==> src/sv/efo_pkg.sv <==
// ----------------------------------------------------------------------------
// efo_pkg
// Types, codes and SHA-1 constants for the font obfuscation block.
// ----------------------------------------------------------------------------
package efo_pkg;

    localparam int KEY_BYTES    = 64;
    localparam int KEY_AW       = 6;
    localparam int POS_W        = 11;
    localparam int DIDX_W       = 5;
    localparam int DIGEST_BYTES = 20;
    localparam int CNT_W        = 7;

    localparam logic [CNT_W-1:0]  LOAD_LAST   = 7'd64;
    localparam logic [CNT_W-1:0]  ROUND_LAST  = 7'd79;
    localparam logic [KEY_AW-1:0] LEN_HI_BYTE = 6'd62;
    localparam logic [KEY_AW-1:0] LEN_LO_BYTE = 6'd63;
    localparam logic [7:0]        PAD_BYTE    = 8'h80;

    // input selector codes
    localparam logic [1:0] MODE_KEY  = 2'd0;
    localparam logic [1:0] MODE_END  = 2'd1;
    localparam logic [1:0] MODE_FONT = 2'd2;

    // result kinds
    localparam logic KIND_FONT   = 1'b0;
    localparam logic KIND_STATUS = 1'b1;

    typedef logic [31:0] t_word;

    localparam t_word SHA_H0 = 32'h67452301;
    localparam t_word SHA_H1 = 32'hefcdab89;
    localparam t_word SHA_H2 = 32'h98badcfe;
    localparam t_word SHA_H3 = 32'h10325476;
    localparam t_word SHA_H4 = 32'hc3d2e1f0;

    typedef struct packed {
        logic              start;
        logic [KEY_AW-1:0] len;
    } t_core_req;

    typedef struct packed {
        logic busy;
        logic done;
    } t_core_stat;

    function automatic t_word sha_k(input logic [CNT_W-1:0] t);
        t_word k;
        if (t < 7'd20)      k = 32'h5a827999;
        else if (t < 7'd40) k = 32'h6ed9eba1;
        else if (t < 7'd60) k = 32'h8f1bbcdc;
        else                k = 32'hca62c1d6;
        return k;
    endfunction

    function automatic t_word sha_f(input logic [CNT_W-1:0] t, input t_word x,
                                    input t_word y, input t_word z);
        t_word f;
        if (t < 7'd20)      f = (x & y) ^ (~x & z);
        else if (t < 7'd40) f = x ^ y ^ z;
        else if (t < 7'd60) f = (x & y) ^ (x & z) ^ (y & z);
        else                f = x ^ y ^ z;
        return f;
    endfunction

endpackage

==> src/sv/efo_ram.sv <==
// ----------------------------------------------------------------------------
// efo_ram
// Generic single-write, single-read RAM with registered read data.
// ----------------------------------------------------------------------------
module efo_ram #(
    parameter int WIDTH = 8,
    parameter int DEPTH = 64
) (
    input  logic                     i_clk,
    input  logic                     i_we,
    input  logic [$clog2(DEPTH)-1:0] i_waddr,
    input  logic [WIDTH-1:0]         i_wdata,
    input  logic [$clog2(DEPTH)-1:0] i_raddr,
    output logic [WIDTH-1:0]         o_rdata
);

    logic [WIDTH-1:0] r_mem [DEPTH];
    logic [WIDTH-1:0] r_rdata;

    always_ff @(posedge i_clk) begin
        if (i_we) begin
            r_mem[i_waddr] <= i_wdata;
        end
        r_rdata <= r_mem[i_raddr];
    end

    assign o_rdata = r_rdata;

endmodule

==> src/sv/efo_sha1_core.sv <==
// ----------------------------------------------------------------------------
// efo_sha1_core
// Single-block SHA-1: streams the key bytes out of the key RAM into a
// 16-word schedule window, pads on the fly, then runs one round per cycle.
// ----------------------------------------------------------------------------
module efo_sha1_core
    import efo_pkg::*;
(
    input  logic              i_clk,
    input  logic              i_rst_n,
    input  t_core_req         i_req,
    input  logic [7:0]        i_rdata,
    output logic [KEY_AW-1:0] o_raddr,
    output t_core_stat        o_stat,
    output t_word [4:0]       o_digest
);

    localparam logic [1:0] ST_IDLE  = 2'd0;
    localparam logic [1:0] ST_LOAD  = 2'd1;
    localparam logic [1:0] ST_ROUND = 2'd2;
    localparam logic [1:0] ST_FIN   = 2'd3;

    logic [1:0]        r_state, n_state;
    logic [CNT_W-1:0]  r_cnt, n_cnt;
    logic [KEY_AW-1:0] r_len, n_len;
    logic [511:0]      r_win, n_win;
    t_word             r_a, r_b, r_c, r_d, r_e;
    t_word             n_a, n_b, n_c, n_d, n_e;

    logic [KEY_AW-1:0] ld_idx;
    logic [7:0]        ld_byte;
    t_word             w0, w2, w8, w13, sched, tmp;

    // byte index of the RAM data arriving this cycle
    assign ld_idx  = r_cnt[KEY_AW-1:0] - 6'd1;
    assign o_raddr = r_cnt[KEY_AW-1:0];

    always_comb begin
        if (ld_idx < r_len) begin
            ld_byte = i_rdata;
        end else if (ld_idx == r_len) begin
            ld_byte = PAD_BYTE;
        end else if (ld_idx == LEN_HI_BYTE) begin
            ld_byte = {7'd0, r_len[5]};
        end else if (ld_idx == LEN_LO_BYTE) begin
            ld_byte = {r_len[4:0], 3'd0};
        end else begin
            ld_byte = 8'd0;
        end
    end

    assign w0    = r_win[511:480];
    assign w2    = r_win[447:416];
    assign w8    = r_win[255:224];
    assign w13   = r_win[95:64];
    assign sched = {w13[30:0] ^ w8[30:0] ^ w2[30:0] ^ w0[30:0],
                    w13[31] ^ w8[31] ^ w2[31] ^ w0[31]};
    assign tmp   = {r_a[26:0], r_a[31:27]} + sha_f(r_cnt, r_b, r_c, r_d) + r_e
                   + sha_k(r_cnt) + w0;

    always_comb begin
        n_state = r_state;
        n_cnt   = r_cnt;
        n_len   = r_len;
        n_win   = r_win;
        n_a     = r_a;
        n_b     = r_b;
        n_c     = r_c;
        n_d     = r_d;
        n_e     = r_e;
        case (r_state)
            ST_IDLE: begin
                if (i_req.start) begin
                    n_len   = i_req.len;
                    n_cnt   = '0;
                    n_state = ST_LOAD;
                end
            end
            ST_LOAD: begin
                if (r_cnt != '0) begin
                    n_win = {r_win[503:0], ld_byte};
                end
                n_cnt = r_cnt + 7'd1;
                if (r_cnt == LOAD_LAST) begin
                    n_cnt   = '0;
                    n_a     = SHA_H0;
                    n_b     = SHA_H1;
                    n_c     = SHA_H2;
                    n_d     = SHA_H3;
                    n_e     = SHA_H4;
                    n_state = ST_ROUND;
                end
            end
            ST_ROUND: begin
                n_win = {r_win[479:0], sched};
                n_e   = r_d;
                n_d   = r_c;
                n_c   = {r_b[1:0], r_b[31:2]};
                n_b   = r_a;
                n_a   = tmp;
                n_cnt = r_cnt + 7'd1;
                if (r_cnt == ROUND_LAST) begin
                    n_state = ST_FIN;
                end
            end
            ST_FIN: begin
                n_state = ST_IDLE;
            end
            default: begin
                n_state = ST_IDLE;
            end
        endcase
    end

    always_ff @(posedge i_clk) begin
        if (!i_rst_n) begin
            r_state <= ST_IDLE;
            r_cnt   <= '0;
        end else begin
            r_state <= n_state;
            r_cnt   <= n_cnt;
        end
        r_len <= n_len;
        r_win <= n_win;
        r_a   <= n_a;
        r_b   <= n_b;
        r_c   <= n_c;
        r_d   <= n_d;
        r_e   <= n_e;
    end

    assign o_stat.busy = (r_state != ST_IDLE);
    assign o_stat.done = (r_state == ST_FIN);

    assign o_digest[0] = SHA_H0 + r_a;
    assign o_digest[1] = SHA_H1 + r_b;
    assign o_digest[2] = SHA_H2 + r_c;
    assign o_digest[3] = SHA_H3 + r_d;
    assign o_digest[4] = SHA_H4 + r_e;

endmodule

==> src/sv/epub_font_obfuscator_sha1.sv <==
// ----------------------------------------------------------------------------
// epub_font_obfuscator_sha1
// Font obfuscation with a SHA-1 key taken from a one-block identifier.
//
// Usage: requests come in on the s_axis channel, tuser selecting the kind:
// identifier byte, identifier end, or font byte (tdata holds the byte).
// Identifier bytes go into a 64-entry byte RAM; beyond MAX_KEY_BYTES they are
// dropped and the overflow flag is set. They give no result. A font byte
// gives one result on m_axis in the cycle after acceptance, XORed with the
// digest byte for its position while below OBFUSCATED_BYTES; font bytes
// stream at one per cycle while the receiver takes each result. An
// identifier end reads the key RAM out and runs 80 SHA-1 rounds, one per
// cycle in the core, then posts a status result with the overflow flag;
// s_axis_tready is low from the request until that result is posted.
// Results sit in one output register; a stalled receiver holds it and the
// block takes a new request once it is taken.
// Reset empties the output, clears the digest to zero (font bytes pass
// unchanged), the key length, overflow flag and position. The key RAM needs
// no clearing: only entries below the key length are read.
// ----------------------------------------------------------------------------
module epub_font_obfuscator_sha1
    import efo_pkg::*;
#(
    parameter int OBFUSCATED_BYTES = 1040,
    parameter int MAX_KEY_BYTES    = 55
) (
    input  logic        i_clk,
    input  logic        i_rst_n,
    input  logic        s_axis_tvalid,
    output logic        s_axis_tready,
    input  logic [7:0]  s_axis_tdata,  // [7:0] in_byte
    input  logic [1:0]  s_axis_tuser,  // [1:0] mode
    output logic        m_axis_tvalid,
    input  logic        m_axis_tready,
    output logic [15:0] m_axis_tdata,  // [7:0] out_byte, [8] key_error, rest zero
    output logic [0:0]  m_axis_tuser   // [0] kind
);

    logic              in_acc, out_free;
    logic [KEY_AW-1:0] r_len;
    logic              r_ovf;
    logic [POS_W-1:0]  r_pos;
    logic [DIDX_W-1:0] r_didx;
    t_word [4:0]       r_dig;
    logic              r_ovalid;
    logic              r_okind;
    logic [7:0]        r_obyte;
    logic              r_oerr;

    t_core_req         core_req;
    t_core_stat        core_stat;
    t_word [4:0]       core_dig;
    logic [KEY_AW-1:0] ram_raddr;
    logic [7:0]        ram_rdata;
    logic              key_we;

    t_word             dig_word;
    logic [7:0]        dig_byte;
    logic              in_range;

    assign out_free      = !r_ovalid || m_axis_tready;
    assign s_axis_tready = !core_stat.busy && out_free;
    assign in_acc        = s_axis_tvalid && s_axis_tready;

    assign key_we         = in_acc && (s_axis_tuser == MODE_KEY) &&
                            (r_len < KEY_AW'(MAX_KEY_BYTES));
    assign core_req.start = in_acc && (s_axis_tuser == MODE_END);
    assign core_req.len   = r_len;

    efo_ram #(
        .WIDTH (8),
        .DEPTH (KEY_BYTES)
    ) u_key_ram (
        .i_clk   (i_clk),
        .i_we    (key_we),
        .i_waddr (r_len),
        .i_wdata (s_axis_tdata),
        .i_raddr (ram_raddr),
        .o_rdata (ram_rdata)
    );

    efo_sha1_core u_core (
        .i_clk    (i_clk),
        .i_rst_n  (i_rst_n),
        .i_req    (core_req),
        .i_rdata  (ram_rdata),
        .o_raddr  (ram_raddr),
        .o_stat   (core_stat),
        .o_digest (core_dig)
    );

    always_comb begin
        case (r_didx[4:2])
            3'd0:    dig_word = r_dig[0];
            3'd1:    dig_word = r_dig[1];
            3'd2:    dig_word = r_dig[2];
            3'd3:    dig_word = r_dig[3];
            3'd4:    dig_word = r_dig[4];
            default: dig_word = '0;
        endcase
        case (r_didx[1:0])
            2'd0:    dig_byte = dig_word[31:24];
            2'd1:    dig_byte = dig_word[23:16];
            2'd2:    dig_byte = dig_word[15:8];
            default: dig_byte = dig_word[7:0];
        endcase
    end

    assign in_range = (r_pos < POS_W'(OBFUSCATED_BYTES));

    always_ff @(posedge i_clk) begin
        if (!i_rst_n) begin
            r_len    <= '0;
            r_ovf    <= 1'b0;
            r_pos    <= '0;
            r_didx   <= '0;
            r_dig    <= '0;
            r_ovalid <= 1'b0;
        end else begin
            if (in_acc && (s_axis_tuser == MODE_KEY)) begin
                if (r_len < KEY_AW'(MAX_KEY_BYTES)) begin
                    r_len <= r_len + 6'd1;
                end else begin
                    r_ovf <= 1'b1;
                end
            end
            if (in_acc && (s_axis_tuser == MODE_FONT)) begin
                r_ovalid <= 1'b1;
                if (in_range) begin
                    r_pos  <= r_pos + 11'd1;
                    r_didx <= (r_didx == DIDX_W'(DIGEST_BYTES - 1)) ? '0 : r_didx + 5'd1;
                end
            end else if (core_stat.done) begin
                r_ovalid <= 1'b1;
                r_dig    <= core_dig;
                r_len    <= '0;
                r_ovf    <= 1'b0;
                r_pos    <= '0;
                r_didx   <= '0;
            end else if (m_axis_tready) begin
                r_ovalid <= 1'b0;
            end
        end
    end

    // output payload
    always_ff @(posedge i_clk) begin
        if (in_acc && (s_axis_tuser == MODE_FONT)) begin
            r_okind <= KIND_FONT;
            r_obyte <= in_range ? (s_axis_tdata ^ dig_byte) : s_axis_tdata;
            r_oerr  <= 1'b0;
        end else if (core_stat.done) begin
            r_okind <= KIND_STATUS;
            r_obyte <= 8'd0;
            r_oerr  <= r_ovf;
        end
    end

    assign m_axis_tvalid   = r_ovalid;
    assign m_axis_tdata    = {7'd0, r_oerr, r_obyte};
    assign m_axis_tuser[0] = r_okind;

endmodule

==> config.mk <==
export PLATFORM = sky130hd
export DESIGN_NAME = epub_font_obfuscator_sha1
export DESIGN_NICKNAME = d
export VERILOG_FILES = /design/src/sv/efo_pkg.sv /design/src/sv/efo_ram.sv /design/src/sv/efo_sha1_core.sv /design/src/sv/epub_font_obfuscator_sha1.sv
export SDC_FILE = /design/constraint.sdc
export NUM_CORES = 2
export LEC_CHECK = 0
export BUFFER_PORTS_ARGS = -buffer_cell sky130_fd_sc_hd__buf_2
export CORE_ASPECT_RATIO = 1.1
export CORE_MARGIN = 2
export CORE_UTILIZATION = 60
export DETAILED_ROUTE_END_ITERATION = 10
export GPL_TIMING_DRIVEN = 0
export PLACE_DENSITY = 0.76
export SETUP_SLACK_MARGIN = 0.4
export SYNTH_ARGS = -nofsm -noshare
export SYNTH_HDL_FRONTEND = slang
export SYNTH_HIERARCHICAL = 1
export SYNTH_SLANG_ARGS = --single-unit
==> constraint.sdc <==
create_clock -name i_clk -period 71.7 [get_ports i_clk]
set_input_delay 10.755 -clock i_clk [delete_from_list [all_inputs] [get_ports i_clk]]
set_output_delay 10.755 -clock i_clk [all_outputs]
set_load 0.03 [all_outputs]
==> results.txt <==
CP max FO = 6
Area leader, netlist = edfxtp_1
Async SR Flop Fraction = 0%
Final Util = 66.6%
Drt wl/cell = 27.7 µm
Combinational power share = 37.7%
Worst-margin pin slew = 1.29 ns
Synth cell types = 96
First-pass GRT wire length = 263,000 µm
Die H = 353 µm
F_max = 0.0452 GHz
Max-slew violation count = 0
Via count = 41,419
Gpl congestion = 0.989
Int Power = 2.06 mW
Sequential power share = 39.7%
Clk_skew = 0.0325 ns
Initial antenna violation count = 2
Most frequent cell after synthesis = edfxtp_1
P_leak = 24.0 nW
Worst skew pair latency = 0.79 ns
Hold WC Path Type = flip-flop to flip-flop
#FFs+latches synth = 1,401
Sink Count = 1,401
Synth Cell Area = 66,600 µm²
Area delta synth->final = 10.4%
Design Area, Final = 73,600 µm²
Final-report hold violation count = 0
Slew margin rel. = 13.1%
First drt pass iteration count = 6
Setup CP Type = input port to output pin
Drt total wl = 180,000 µm
Vias per cell = 6.35
Setup repair bufs after CTS = 0
Num CTS Buffers = 142
Nets = 5,171
# Max-Cap Violations = 0
Synthesized area per cell = 13.9 µm²
Synth Flop Type = edfxtp_1
FP Rows = 128
CTS Hold Bufs = 0
Setup WS pre-CTS = 49.56 ns
VDD IR max = 48.5 µV
Crit. End Element = output pin
Vias in the first global route = 40,250
I/O pin total = 33
Die width = 322 µm
NetSw = 1.18 mW
Final hold slack = 0.451 ns
Status = finished, final reports clean
Setup slack after layout = 49.55 ns
Post-CTS sizing = 0
Clock tree buffer depth = 3
Layout cell share with drive strength beyond 1 = 19.4%
DRC errors left = 0
TritonCTS clock tree = built
Crit path DAT = 11.39 ns
Global Route Usage Sum = 31.8%
PwrDens = 44.0 nW/µm²
RSZ-0062 raised after global routing = false
Die Footprint = 114,000 µm²
Core area = 111,000 µm²
DP Area = 69,000 µm²
Final setup viols = 0
Area share of the largest cell type after synthesis = 54.0%
Antenna Diode Count = 0
Post-DRT Antenna Nets = 0
Setup TNS = 0 ns
Detailed Place HPWL = 128,000 µm
Yosys warns = 6
Fin crit period = 22.15 ns
Period utilization = 30.9%
Clock slew at reported path FFs = 0.06 ns
Total congestion overflow = 0
Initial Utilization = 60.3%
Top post-synthesis cells by area = edfxtp_1, mux2_2, dfxtp_1
Top cells by count, synth = edfxtp_1, nand2_1, mux2_2, nor2_1, inv_1
Initial drt markers = 4,961
PortBufs = 25
Post-synthesis sequential area ratio = 60.1%
Clock share of power = 22.7%
Mapped Cells = 4,778
Largest net degree at the start of global routing = 67
Sw frac = 36.3%
Crit path required time = 60.94 ns
Startpoint Class = input port
Max H-tree Level = 4
Clock root cell = clkbuf_16
Number of flops mapped to enable cells by yosys = 1,198
[registers in the layout, indices dropped and copies added (netlist names), 5 cells and up]
signal	flops
u_core/r_c	32
u_core/r_len	6
u_core/r_win	512
u_core/r_a	32
r_pos	11
u_key_ram/o_rdata	8
r_didx	5
r_dig	160
u_core/r_e	32
u_key_ram/r_mem	512
r_obyte	8
u_core/r_cnt	7
r_len	6
u_core/r_d	32
u_core/r_b	32
[through the flow]
| stage | power (mW) | cells |
|---|---|---|
| floorplan | 2.19 | 4784 |
| global placement | 2.58 | 6239 |
| detailed placement | 2.48 | 6260 |
| CTS | 3.22 | 6518 |
| global route | 3.39 | 6518 |
| finish | 3.24 | 6518 |
[cell usage in the layout (no fill, tap or decap), types with 13 or more instances in the layout]
| cell type | count |
|---|---|
| edfxtp_1 | 1198 |
| nand2_1 | 512 |
| mux2_2 | 489 |
| nor2_1 | 225 |
| inv_1 | 209 |
| dfxtp_1 | 203 |
| xnor2_1 | 200 |
| clkbuf_1 | 198 |
| clkbuf_16 | 142 |
| mux4_2 | 128 |
| a21boi_0 | 126 |
| fa_1 | 120 |
| mux2i_1 | 117 |
| and2_1 | 94 |
| nand2b_1 | 91 |
| a21oi_1 | 82 |
| o21ai_0 | 75 |
| ha_1 | 63 |
| xor2_1 | 62 |
| buf_2 | 57 |
| a21boi_1 | 52 |
| nand3_1 | 41 |
| nor3_1 | 39 |
| nor2b_1 | 35 |
| buf_4 | 35 |
| clkinv_1 | 24 |
| a211oi_1 | 22 |
| clkinv_2 | 22 |
| buf_12 | 21 |
| o22ai_1 | 20 |
| a221o_1 | 20 |
| nand3b_1 | 19 |
| o21a_1 | 19 |
| a31oi_1 | 17 |
| o221a_2 | 17 |
| a21o_1 | 16 |
| o221ai_1 | 15 |
| nor4_1 | 13 |
| nand4_1 | 13 |
[power groups by stage]
stage	Sequential, mW	Combinational (mW)	Clock [mW]
after detailed placement	1.29	1.19	0
after global routing	1.30	1.32	0.770
after floorplan	1.32	0.872	0
after CTS	1.28	1.20	0.742
final	1.28	1.22	0.733
after global placement	1.44	1.14	0
[final timing paths]
check,startpoint,end,slack (ns),cells after the start
max reg2reg,u_core/r_cnt[2],u_core/r_a[29],64.73,20
max,m_axis_tready,s_axis_tready,49.55,4
min,r_dig[124],r_dig[124],0.45,2
min reg2reg,r_dig[124],r_dig[124],0.45,2
[per-layer routing]
layer / wire (µm) / global-route usage, % / part of all wire [%]
met1: 69900 / 43.4 / 39
met2: 85200 / 50.4 / 47
met3: 16300 / 5.71 / 9.1
met4: 8790 / 13.9 / 4.9
met5: 16 / 0 / 0.0089
[area by class of cell]
type	instances	area [µm²]
Timing Repair Buffer	46	561
Tap cell	1430	1790
Sequential cell	1401	40000
Fill cell	7669	36900
Clock buffer	185	3800
Multi-Input combinational cell	2920	24600
Inverter	212	796
Clock inverter	73	764
Buffer	251	1180
[critical path, stage by stage]
cell and delay, ns:
buf_2 0.10, nor2b_1 0.29, nor2_1 0.07, buf_2 0.18
[kinds of logic (layout without fill, tap and decap cells)]
family | after synthesis | after routing | synth area share [%]
buf+inv | 463 | 767 | 2.96
compound gates | 594 | 594 | 6.41
fa+ha+maj | 183 | 183 | 4.79
xor+xnor | 262 | 262 | 3.44
mux | 735 | 735 | 14.4
flops | 1401 | 1401 | 60.1
simple gates | 1139 | 1139 | 7.93
other cells | 1 | 7 | 0.00563
(Power assumes the default switching activity.)
